===== src/design/mpts_pkg.sv =====
`default_nettype none
package mpts_pkg;

	localparam int DATA_W  = 32;
	localparam int COUNT_W = 17;
	localparam int PHASE_W = 6;

	typedef logic [PHASE_W-1:0] phase_t;
	typedef logic [DATA_W-1:0] data_t;

	// Phase plan
	localparam phase_t PH_PAT_A      = 6'd0;
	localparam phase_t PH_PAT_B      = 6'd1;
	localparam phase_t PH_WALK1_FIRST = 6'd2;
	localparam phase_t PH_WALK1_LAST = 6'd17;
	localparam phase_t PH_WALK0_FIRST = 6'd18;
	localparam phase_t PH_WALK0_LAST = 6'd33;
	localparam phase_t PH_INDEX      = 6'd34;
	localparam phase_t PH_LAST       = 6'd35;

	localparam data_t PAT_A = 32'h33cc33cc;
	localparam data_t PAT_B = 32'hcc33cc33;

	// Memory access codes
	typedef enum logic [1:0] {
		ACC_NONE  = 2'd0,
		ACC_WRITE = 2'd1,
		ACC_READ  = 2'd2
	} access_t;

	// Reported test status codes
	typedef enum logic [1:0] {
		STAT_IDLE    = 2'd0,
		STAT_RUNNING = 2'd1,
		STAT_PASSED  = 2'd2,
		STAT_FAILED  = 2'd3
	} status_t;

	// Sequencer state, one-hot
	typedef enum logic [3:0] {
		S_IDLE    = 4'b0001,
		S_RUNNING = 4'b0010,
		S_PASSED  = 4'b0100,
		S_FAILED  = 4'b1000
	} state_t;

endpackage
`default_nettype wire


===== src/design/mpts_in_if.sv =====
`default_nettype none
interface mpts_in_if;
	logic        valid;
	logic        ready;
	logic        mode;
	logic [31:0] read_data;

	modport source (output valid, mode, read_data, input ready);
	modport sink (input valid, mode, read_data, output ready);
endinterface
`default_nettype wire


===== src/design/mpts_out_if.sv =====
`default_nettype none
interface mpts_out_if #(
	parameter int ADDR_BITS = 16
);
	logic                 valid;
	logic                 ready;
	logic [1:0]           access;
	logic [ADDR_BITS-1:0] address;
	logic [31:0]          write_data;
	logic [1:0]           status;
	logic [5:0]           phase;
	logic [ADDR_BITS-1:0] fail_address;
	logic [31:0]          fail_expected;
	logic [31:0]          fail_got;

	modport source (output valid, access, address, write_data, status, phase,
		fail_address, fail_expected, fail_got, input ready);
	modport sink (input valid, access, address, write_data, status, phase,
		fail_address, fail_expected, fail_got, output ready);
endinterface
`default_nettype wire


===== src/design/mpts_pattern.sv =====
`default_nettype none
module mpts_pattern #(
	parameter int ADDR_BITS = 16
) (
	input  wire mpts_pkg::phase_t        phase,
	input  wire logic [ADDR_BITS-1:0]    index,
	output mpts_pkg::data_t              pattern
);

	mpts_pkg::phase_t one_sh;
	mpts_pkg::phase_t zero_sh;
	logic [15:0]      one_m;
	logic [15:0]      zero_m;
	mpts_pkg::data_t  idx_w;

	// Walking bit positions, valid only inside their phase ranges
	assign one_sh  = phase - mpts_pkg::PH_WALK1_FIRST;
	assign zero_sh = phase - mpts_pkg::PH_WALK0_FIRST;
	assign one_m   = 16'd1 << one_sh[3:0];
	assign zero_m  = 16'd1 << zero_sh[3:0];
	assign idx_w   = mpts_pkg::DATA_W'(index);

	// Select the data word for this phase
	always_comb begin
		if (phase == mpts_pkg::PH_PAT_A) begin
			pattern = mpts_pkg::PAT_A;
		end else if (phase == mpts_pkg::PH_PAT_B) begin
			pattern = mpts_pkg::PAT_B;
		end else if (phase <= mpts_pkg::PH_WALK1_LAST) begin
			pattern = {one_m, one_m};
		end else if (phase <= mpts_pkg::PH_WALK0_LAST) begin
			pattern = ~{zero_m, zero_m};
		end else if (phase == mpts_pkg::PH_INDEX) begin
			pattern = idx_w;
		end else begin
			pattern = ~idx_w;
		end
	end

endmodule
`default_nettype wire


===== src/design/mpts_ctrl.sv =====
`default_nettype none
module mpts_ctrl #(
	parameter int ADDR_BITS = 16
) (
	input  wire logic                          clk,
	input  wire logic                          arst_n,
	input  wire logic                          cfg_we,
	input  wire logic [mpts_pkg::COUNT_W-1:0]  cfg_wdata,
	input  wire logic                          fire,
	input  wire logic                          mode,
	input  wire mpts_pkg::data_t               read_data,
	output mpts_pkg::access_t                  res_access,
	output logic [ADDR_BITS-1:0]               res_address,
	output mpts_pkg::data_t                    res_write_data,
	output mpts_pkg::status_t                  res_status,
	output mpts_pkg::phase_t                   res_phase,
	output logic [ADDR_BITS-1:0]               res_fail_address,
	output mpts_pkg::data_t                    res_fail_expected,
	output mpts_pkg::data_t                    res_fail_got
);

	localparam int IDX_W = ADDR_BITS + 1;
	localparam int CMP_W = (IDX_W > mpts_pkg::COUNT_W) ? IDX_W : mpts_pkg::COUNT_W;
	localparam logic [CMP_W-1:0] MAX_WORDS = CMP_W'(1) << ADDR_BITS;
	localparam int RST_COUNT = (ADDR_BITS >= 16) ? 65536 : (1 << ADDR_BITS);

	logic [IDX_W-1:0]     count_q;
	logic [CMP_W-1:0]     cfg_ext;
	logic [IDX_W-1:0]     cfg_clamped;

	mpts_pkg::phase_t     phase_q, phase_n;
	logic                 reading_q, reading_n;
	logic [IDX_W-1:0]     index_q, index_n;
	logic [IDX_W-1:0]     index_inc;
	logic                 pend_q, pend_n;
	logic [ADDR_BITS-1:0] pend_addr_q, pend_addr_n;
	mpts_pkg::data_t      pend_exp_q, pend_exp_n;
	mpts_pkg::state_t     state_q, state_n;
	logic [ADDR_BITS-1:0] fail_addr_q, fail_addr_n;
	mpts_pkg::data_t      fail_exp_q, fail_exp_n;
	mpts_pkg::data_t      fail_got_q, fail_got_n;
	mpts_pkg::data_t      pattern;
	logic [ADDR_BITS-1:0] cur_addr;

	// Clamp the word count once, at write time
	assign cfg_ext = CMP_W'(cfg_wdata);
	always_comb begin
		if (cfg_ext == '0) begin
			cfg_clamped = IDX_W'(1);
		end else if (cfg_ext > MAX_WORDS) begin
			cfg_clamped = IDX_W'(MAX_WORDS);
		end else begin
			cfg_clamped = IDX_W'(cfg_ext);
		end
	end

	assign cur_addr  = index_q[ADDR_BITS-1:0];
	assign index_inc = index_q + IDX_W'(1);

	mpts_pattern #(.ADDR_BITS(ADDR_BITS)) u_pattern (
		.phase   (phase_q),
		.index   (cur_addr),
		.pattern (pattern)
	);

	// Compare the pending read, then issue the next access
	always_comb begin
		phase_n        = phase_q;
		reading_n      = reading_q;
		index_n        = index_q;
		pend_n         = pend_q;
		pend_addr_n    = pend_addr_q;
		pend_exp_n     = pend_exp_q;
		state_n        = state_q;
		fail_addr_n    = fail_addr_q;
		fail_exp_n     = fail_exp_q;
		fail_got_n     = fail_got_q;
		res_access     = mpts_pkg::ACC_NONE;
		res_address    = '0;
		res_write_data = '0;
		if (mode) begin
			phase_n     = '0;
			reading_n   = 1'b0;
			index_n     = '0;
			pend_n      = 1'b0;
			pend_addr_n = '0;
			pend_exp_n  = '0;
			fail_addr_n = '0;
			fail_exp_n  = '0;
			fail_got_n  = '0;
			state_n     = mpts_pkg::S_RUNNING;
		end else if (state_q == mpts_pkg::S_RUNNING) begin
			pend_n = 1'b0;
			if (pend_q && (read_data != pend_exp_q)) begin
				fail_addr_n = pend_addr_q;
				fail_exp_n  = pend_exp_q;
				fail_got_n  = read_data;
				state_n     = mpts_pkg::S_FAILED;
			end else if ((phase_q == mpts_pkg::PH_LAST) && reading_q &&
					(index_q >= count_q)) begin
				state_n = mpts_pkg::S_PASSED;
			end else begin
				res_address = cur_addr;
				if (!reading_q) begin
					res_access     = mpts_pkg::ACC_WRITE;
					res_write_data = pattern;
				end else begin
					res_access  = mpts_pkg::ACC_READ;
					pend_n      = 1'b1;
					pend_addr_n = cur_addr;
					pend_exp_n  = pattern;
				end
				index_n = index_inc;
				if (index_inc >= count_q) begin
					if (!reading_q) begin
						reading_n = 1'b1;
						index_n   = '0;
					end else if (phase_q != mpts_pkg::PH_LAST) begin
						reading_n = 1'b0;
						index_n   = '0;
						phase_n   = phase_q + mpts_pkg::phase_t'(1);
					end
				end
			end
		end
	end

	// Map the one-hot state to its reported code
	always_comb begin
		case (state_n)
			mpts_pkg::S_IDLE:    res_status = mpts_pkg::STAT_IDLE;
			mpts_pkg::S_RUNNING: res_status = mpts_pkg::STAT_RUNNING;
			mpts_pkg::S_PASSED:  res_status = mpts_pkg::STAT_PASSED;
			mpts_pkg::S_FAILED:  res_status = mpts_pkg::STAT_FAILED;
			default:             res_status = mpts_pkg::STAT_IDLE;
		endcase
	end

	assign res_phase         = mode ? '0 : phase_q;
	assign res_fail_address  = fail_addr_n;
	assign res_fail_expected = fail_exp_n;
	assign res_fail_got      = fail_got_n;

	// Hold the sequencer state; advance on each accepted word
	always_ff @(posedge clk or negedge arst_n) begin
		if (!arst_n) begin
			count_q     <= IDX_W'(RST_COUNT);
			phase_q     <= '0;
			reading_q   <= 1'b0;
			index_q     <= '0;
			pend_q      <= 1'b0;
			pend_addr_q <= '0;
			pend_exp_q  <= '0;
			state_q     <= mpts_pkg::S_IDLE;
			fail_addr_q <= '0;
			fail_exp_q  <= '0;
			fail_got_q  <= '0;
		end else begin
			if (cfg_we) begin
				count_q <= cfg_clamped;
			end
			if (fire) begin
				phase_q     <= phase_n;
				reading_q   <= reading_n;
				index_q     <= index_n;
				pend_q      <= pend_n;
				pend_addr_q <= pend_addr_n;
				pend_exp_q  <= pend_exp_n;
				state_q     <= state_n;
				fail_addr_q <= fail_addr_n;
				fail_exp_q  <= fail_exp_n;
				fail_got_q  <= fail_got_n;
			end
		end
	end

endmodule
`default_nettype wire


===== src/design/mpts_skid.sv =====
`default_nettype none
module mpts_skid #(
	parameter int WIDTH = 8
) (
	input  wire logic             clk,
	input  wire logic             arst_n,
	input  wire logic             in_valid,
	output logic                  in_ready,
	input  wire logic [WIDTH-1:0] in_data,
	output logic                  out_valid,
	input  wire logic             out_ready,
	output logic [WIDTH-1:0]      out_data
);

	logic             out_valid_q;
	logic [WIDTH-1:0] out_data_q;
	logic             skid_valid_q;
	logic [WIDTH-1:0] skid_data_q;
	logic             in_fire;

	assign in_ready  = !skid_valid_q;
	assign in_fire   = in_valid && in_ready;
	assign out_valid = out_valid_q;
	assign out_data  = out_data_q;

	// Valid flags
	always_ff @(posedge clk or negedge arst_n) begin
		if (!arst_n) begin
			out_valid_q  <= 1'b0;
			skid_valid_q <= 1'b0;
		end else if (out_ready || !out_valid_q) begin
			if (skid_valid_q) begin
				skid_valid_q <= 1'b0;
				out_valid_q  <= 1'b1;
			end else begin
				out_valid_q <= in_fire;
			end
		end else if (in_fire) begin
			skid_valid_q <= 1'b1;
		end
	end

	// Payload: drain the skid word first, park a word when stalled
	always_ff @(posedge clk) begin
		if (out_ready || !out_valid_q) begin
			if (skid_valid_q) begin
				out_data_q <= skid_data_q;
			end else if (in_fire) begin
				out_data_q <= in_data;
			end
		end else if (in_fire) begin
			skid_data_q <= in_data;
		end
	end

endmodule
`default_nettype wire


===== src/design/memory_pattern_test_sequencer.sv =====
// Memory pattern test sequencer.
// The req channel carries one word per tick: mode (1 starts a new test, 0 advances
// one tick) and read_data, the memory data for the read issued on the previous tick.
// For each accepted word the rsp channel returns exactly one word: the memory access
// to issue (none, write or read) with its address and write data, the test status,
// the phase and the record of the first miscompare.
// A test runs 36 phases, each a write pass then a read-and-compare pass over
// word_count words; word_count is set through word_count_we/word_count_wdata, and
// the user must write it only while the block is idle, which the block does not
// enforce. Values of zero or above the memory size are clamped.
// Throughput: one word per cycle while rsp does not stall; the sequencer state, the
// pattern generator and the compare are combinational between the state and response registers.
// When rsp stalls, one more word is parked in a skid register and req.ready then
// drops until the stall clears; no word is lost or repeated.
// Reset (arst_n low) clears the sequencer to idle with word_count at the memory size
// (capped at 65536) and empties the response registers.
`default_nettype none
module memory_pattern_test_sequencer #(
	parameter int ADDR_BITS = 16
) (
	input  wire logic                          clk,
	input  wire logic                          arst_n,
	input  wire logic                          word_count_we,
	input  wire logic [mpts_pkg::COUNT_W-1:0]  word_count_wdata,
	mpts_in_if.sink                            req,
	mpts_out_if.source                         rsp
);

	localparam int RES_W = 2 + ADDR_BITS + 32 + 2 + mpts_pkg::PHASE_W + ADDR_BITS + 32 + 32;

	mpts_pkg::access_t    res_access;
	logic [ADDR_BITS-1:0] res_address;
	mpts_pkg::data_t      res_write_data;
	mpts_pkg::status_t    res_status;
	mpts_pkg::phase_t     res_phase;
	logic [ADDR_BITS-1:0] res_fail_address;
	mpts_pkg::data_t      res_fail_expected;
	mpts_pkg::data_t      res_fail_got;
	logic [RES_W-1:0]     res_word;
	logic [RES_W-1:0]     rsp_word;
	logic                 req_fire;

	assign req_fire = req.valid && req.ready;

	mpts_ctrl #(.ADDR_BITS(ADDR_BITS)) u_ctrl (
		.clk               (clk),
		.arst_n            (arst_n),
		.cfg_we            (word_count_we),
		.cfg_wdata         (word_count_wdata),
		.fire              (req_fire),
		.mode              (req.mode),
		.read_data         (req.read_data),
		.res_access        (res_access),
		.res_address       (res_address),
		.res_write_data    (res_write_data),
		.res_status        (res_status),
		.res_phase         (res_phase),
		.res_fail_address  (res_fail_address),
		.res_fail_expected (res_fail_expected),
		.res_fail_got      (res_fail_got)
	);

	// Pack the response word
	assign res_word = {res_access, res_address, res_write_data, res_status, res_phase,
		res_fail_address, res_fail_expected, res_fail_got};

	mpts_skid #(.WIDTH(RES_W)) u_skid (
		.clk       (clk),
		.arst_n    (arst_n),
		.in_valid  (req.valid),
		.in_ready  (req.ready),
		.in_data   (res_word),
		.out_valid (rsp.valid),
		.out_ready (rsp.ready),
		.out_data  (rsp_word)
	);

	// Unpack onto the response channel
	assign {rsp.access, rsp.address, rsp.write_data, rsp.status, rsp.phase,
		rsp.fail_address, rsp.fail_expected, rsp.fail_got} = rsp_word;

endmodule
`default_nettype wire


===== src/flat_wrapper.sv =====
// flat-port wrapper written by rule: the top's interface ports become plain ports
module memory_pattern_test_sequencer_flat 
#(
	parameter int ADDR_BITS = 16
)
  (clk, arst_n, word_count_we, word_count_wdata, req_valid, req_mode, req_read_data, req_ready, rsp_valid, rsp_access, rsp_address, rsp_write_data, rsp_status, rsp_phase, rsp_fail_address, rsp_fail_expected, rsp_fail_got, rsp_ready);
  mpts_in_if req_i ();
  mpts_out_if #(.ADDR_BITS(ADDR_BITS)) rsp_i ();
  input  wire logic clk;
  input  wire logic arst_n;
  input  wire logic word_count_we;
  input  wire logic [mpts_pkg::COUNT_W-1:0] word_count_wdata;
  input wire logic [$bits(req_i.valid)-1:0] req_valid;
  input wire logic [$bits(req_i.mode)-1:0] req_mode;
  input wire logic [$bits(req_i.read_data)-1:0] req_read_data;
  output wire logic [$bits(req_i.ready)-1:0] req_ready;
  output wire logic [$bits(rsp_i.valid)-1:0] rsp_valid;
  output wire logic [$bits(rsp_i.access)-1:0] rsp_access;
  output wire logic [$bits(rsp_i.address)-1:0] rsp_address;
  output wire logic [$bits(rsp_i.write_data)-1:0] rsp_write_data;
  output wire logic [$bits(rsp_i.status)-1:0] rsp_status;
  output wire logic [$bits(rsp_i.phase)-1:0] rsp_phase;
  output wire logic [$bits(rsp_i.fail_address)-1:0] rsp_fail_address;
  output wire logic [$bits(rsp_i.fail_expected)-1:0] rsp_fail_expected;
  output wire logic [$bits(rsp_i.fail_got)-1:0] rsp_fail_got;
  input wire logic [$bits(rsp_i.ready)-1:0] rsp_ready;
  assign req_i.valid = req_valid;
  assign req_i.mode = req_mode;
  assign req_i.read_data = req_read_data;
  assign req_ready = req_i.ready;
  assign rsp_valid = rsp_i.valid;
  assign rsp_access = rsp_i.access;
  assign rsp_address = rsp_i.address;
  assign rsp_write_data = rsp_i.write_data;
  assign rsp_status = rsp_i.status;
  assign rsp_phase = rsp_i.phase;
  assign rsp_fail_address = rsp_i.fail_address;
  assign rsp_fail_expected = rsp_i.fail_expected;
  assign rsp_fail_got = rsp_i.fail_got;
  assign rsp_i.ready = rsp_ready;
  memory_pattern_test_sequencer #(.ADDR_BITS(ADDR_BITS)) u_core (.clk(clk), .arst_n(arst_n), .word_count_we(word_count_we), .word_count_wdata(word_count_wdata), .req(req_i), .rsp(rsp_i));
endmodule

===== config.mk =====
export PLATFORM = sky130hd
export DESIGN_NAME = memory_pattern_test_sequencer_flat
export DESIGN_NICKNAME = d
export VERILOG_FILES = /design/src/design/mpts_pkg.sv /design/src/design/mpts_in_if.sv /design/src/design/mpts_out_if.sv /design/src/design/mpts_pattern.sv /design/src/design/mpts_ctrl.sv /design/src/design/mpts_skid.sv /design/src/design/memory_pattern_test_sequencer.sv /design/src/flat_wrapper.sv
export SDC_FILE = /design/constraint.sdc
export NUM_CORES = 1
export LEC_CHECK = 0
export BUFFER_PORTS_ARGS = -buffer_cell sky130_fd_sc_hd__buf_2
export CAP_MARGIN = 30
export CORE_UTILIZATION = 54
export DETAILED_ROUTE_END_ITERATION = 8
export HOLD_SLACK_MARGIN = 0.05
export PLACE_DENSITY = 0.77
export SLEW_MARGIN = 5
export SYNTH_ARGS = -nofsm -noshare
export SYNTH_HDL_FRONTEND = slang
export SYNTH_SLANG_ARGS = --single-unit

===== constraint.sdc =====
create_clock -name clk -period 6.6 [get_ports clk]
set_input_delay 1.98 -clock clk [delete_from_list [all_inputs] [get_ports clk]]
set_output_delay 1.98 -clock clk [all_outputs]
set_load 0.05 [all_outputs]

==> flow_metrics.env <==
export IMPL_max_freq_mhz=219
export IMPL_drc_errors=0
export IMPL_synth_area_leaders="edfxtp_1 39%, dfrtp_1 21%, nand2_1 7.6%"
export IMPL_p_seq_share_pct=45.2
export IMPL_whs_ns=0.479
export IMPL_slew_headroom_pct=35.2
export IMPL_avgSynthCellArea_um2=10.9
export IMPL_antenna_found_initial=0
export IMPL_pwr_share_comb_pct=23.7
export IMPL_drv_slew=0
export IMPL_r2r_end="u_core.u_ctrl.index_q[4]"
export IMPL_crit_slowest_cell="nand3_1"
export IMPL_finClkSkew_ns=0.0233
export IMPL_root_buffer="clkbuf_16"
export IMPL_nNetsFinal=2177
export IMPL_fill_cells=3011
export IMPL_num_rows=72
export IMPL_clock_path_buffers=3
export IMPL_path_clk_slew_ns=0.06
export IMPL_path_cells="buf_2 > xor2_1 > nor4_1 > nand2_1 > o41a_1 > a211o_1 > a21oi_2 > nand3_1 > o21ai_0"
export IMPL_rsz0062_at_grt="false"
export IMPL_place_hpwl_um=36700
export IMPL_critical_path_class="in2reg"
export IMPL_place_gp_congestion=0.915
export IMPL_htreeDepth=2
export IMPL_hp_class="reg2reg"
export IMPL_clock_latency_ns=0.59
export IMPL_power_density_nw_per_um2=342
export IMPL_crit_buf_inv=1
export IMPL_async_flop_share_pct=38.9
export IMPL_whs_path_depth=2
export IMPL_synthCells=1943
export IMPL_drive_above_1_share_pct=19.3
export IMPL_worstPathMaxFanout=17
export IMPL_slowest_delay_ns=0.59
export IMPL_synth_seq_cells=452
export IMPL_grt_max_degree=119
export IMPL_ys_flop_type="edfxtp_1"
export IMPL_swShare_pct=33.2
export IMPL_start_util_pct=54.6
export IMPL_min_to="u_core.u_ctrl.fail_got_q[3]"
export IMPL_synth_area_um2=21100
export IMPL_grt_use_total_pct=28.0
export IMPL_p_leak_uw=0.00983
export IMPL_grt_pass1_vias=14900
export IMPL_startpoint_type="input port"
export IMPL_setup_viol=0
export IMPL_cts_hold_fix_buffers=0
export IMPL_yosysUniqueCellTypes=55
export IMPL_crit_family="compound AO/OA/AOI/OAI gates"
export IMPL_synth_edff_count=276
export IMPL_post_cts_buffers=0
export IMPL_p_switching_uw=2720
export IMPL_r2r_setup_slack_ns=2.11
export IMPL_period_needed_ns=4.57
export IMPL_drv_cap=0
export IMPL_fin_setup_tns_ns=0
export IMPL_clockPowerShare_pct=31.1
export IMPL_cts_buffers=46
export IMPL_routed_wl_um=54700
export IMPL_die_w_um=200
export IMPL_cts_tree="built"
export IMPL_vdd_drop_max_mv=0.208
export IMPL_ios=195
export IMPL_hp_start="u_core.u_ctrl.fail_got_q[3]"
export IMPL_cts_resized=0
export IMPL_diodes=0
export IMPL_reg2reg_depth=16
export IMPL_chipHeight_um=200
export IMPL_netlist_top_cells_count="430 x nand2_1, 276 x edfxtp_1, 174 x dfrtp_1"
export IMPL_arrival_ns=5.05
export IMPL_grt_pass1_wl_um=85100
export IMPL_status="finished, final reports clean"
export IMPL_synth_top_cell_area_share_pct=39.2
export IMPL_die_area_um2=39900
export IMPL_endpoint_kind="register"
export IMPL_core_um2=38600
export IMPL_timing_rr_start="u_core.u_ctrl.index_q[1]"
export IMPL_grt_overflow_total=0
export IMPL_p_int_uw=5480
export IMPL_via_per_inst=5.89
export IMPL_yosysWarnings=0
export IMPL_finalHoldViolCount=0
export IMPL_synth_seq_area_share_pct=60.1
export IMPL_io_buffers=194
export IMPL_synthesis_nets=2039
export IMPL_crit_required_ns=7.08
export IMPL_clock_sinks=452
export IMPL_vias=15500
export IMPL_synth_top_area_cell="edfxtp_1"
export IMPL_area_growth_synth_to_final_pct=13.7
export IMPL_routedWlPerCell_um=20.8
export IMPL_ant_nets=0
export IMPL_tightest_slew_ns=0.971
export IMPL_fin_crit_sh_pct=69.2
export IMPL_drtPass1Iterations=5
export IMPL_initialDrtViolationCount=1377
export IMPL_synth_most_common_cell="nand2_1"
-- metrics by stage --
step	utilization (%)	area (um2)	power, uW	worst slack, ns	cells
2_1_floorplan	-	21100	5070	0.221	1943
3_3_place_gp	58.1	22500	5600	1.49	2547
3_5_place_dp	58.2	22500	5670	1.46	2548
4_1_cts	62.0	24000	8230	2.04	2633
5_1_grt	62.1	24000	8560	1.71	2636
6_report	62.1	24000	8200	2.03	2636
-- area by class of cell --
type	count	area [um2]	area share [%]
sequential	452	12700	52.9
inverter	37	141	0.589
clock inverter	22	193	0.803
timing repair buffer	218	1220	5.07
clock buffer	63	1280	5.34
multi-input combinational	1326	7830	32.6
tap	518	648	2.70
-- registers in the layout, indices dropped and copies added (netlist names) --
name,flops
u_core.u_ctrl.fail_exp_q,32
u_core.u_ctrl.state_q,4
u_core.u_ctrl.count_q,17
u_core.u_skid.skid_valid_q,1
u_core.u_ctrl.pend_q,1
u_core.u_ctrl.index_q,17
u_core.u_ctrl.fail_addr_q,16
u_core.u_ctrl.reading_q,1
u_core.u_ctrl.pend_addr_q,16
u_core.u_ctrl.pend_exp_q,32
u_core.u_skid.out_valid,1
u_core.u_ctrl.fail_got_q,32
u_core.u_ctrl.phase_q,6
u_core.u_skid.skid_data_q,138
u_core.u_skid.out_data,138
-- per-layer routing --
metal	routed length (um)	global-route usage [%]	vias up
met2	26600	45.2	639
met4	1800	10.2	0
met1	22400	38.2	7639
li1	-	-	7137
met3	3960	4.84	108
met5	0	0	-
-- placed cells by master (no fill, tap or decap), types with 4 or more instances in the layout --
cell | netlist | final
edfxtp_1 | 276 | 276
a211o_1 | 5 | 4
clkinv_2 | 0 | 9
or3_1 | 4 | 4
dfrtp_1 | 174 | 173
a31oi_1 | 11 | 11
clkbuf_16 | 0 | 48
ha_1 | 41 | 41
a21o_1 | 12 | 12
mux2_2 | 107 | 107
nor2_1 | 80 | 77
and2_1 | 20 | 20
nor4_1 | 13 | 13
mux2_1 | 4 | 4
xnor2_1 | 20 | 20
nor2b_1 | 9 | 9
a21oi_1 | 130 | 130
and3_1 | 6 | 6
o31ai_1 | 38 | 38
xor2_1 | 37 | 37
buf_2 | 10 | 192
nand3_1 | 20 | 20
nand4_1 | 5 | 5
nand2_1 | 430 | 428
or4_1 | 4 | 4
o22ai_1 | 7 | 7
buf_4 | 0 | 21
o21ai_1 | 15 | 15
clkinv_1 | 0 | 4
inv_1 | 36 | 36
clkbuf_1 | 114 | 12
o21ai_0 | 169 | 169
nor3_1 | 9 | 9
nand2b_1 | 17 | 17
a21boi_0 | 80 | 80
-- worst max-delay path by stage --
stage / startpoint / end / cells after the start / slack [ns]
5_1_grt: u_core.u_ctrl.index_q[1] / u_core.u_ctrl.index_q[3] / 16 / 1.71
3_5_place_dp: req_read_data[24] / u_core.u_ctrl.pend_exp_q[2] / 9 / 1.46
3_3_place_gp: req_read_data[23] / u_core.u_ctrl.fail_got_q[12] / 10 / 1.49
6_report: req_read_data[24] / u_core.u_ctrl.pend_exp_q[3] / 9 / 2.03
4_1_cts: req_read_data[24] / u_core.u_ctrl.pend_exp_q[3] / 9 / 2.04
2_1_floorplan: req_valid / u_core.u_skid.skid_data_q[0] / 3 / 0.22
-- kinds of logic after synthesis --
logic type	after synthesis	share of synthesized area, %
adders and majority gates	41	2.43
and+or+nand+nor	624	12.3
muxes	114	6.06
AOI/OAI and AO/OA	490	13.7
buffers and inverters	165	2.99
xor gates and xnor gates	57	2.36
DFF	452	60.1
-- worst min-delay path: stages, from the launching register on --
cell,delay (ns)
dfrtp_1,0.34
nand2_1,0.04
o21ai_0,0.06
-- power by group through the flow --
stage / registers [uW] / clock network [uW] / logic (uW)
after CTS: 3700 / 2590 / 1930
final: 3710 / 2550 / 1940
after global placement: 3740 / 0 / 1870
after global routing: 3750 / 2710 / 2110
after floorplan: 4080 / 0 / 993
after detailed placement: 3750 / 0 / 1920
Power figures use the tool's default switching activity.
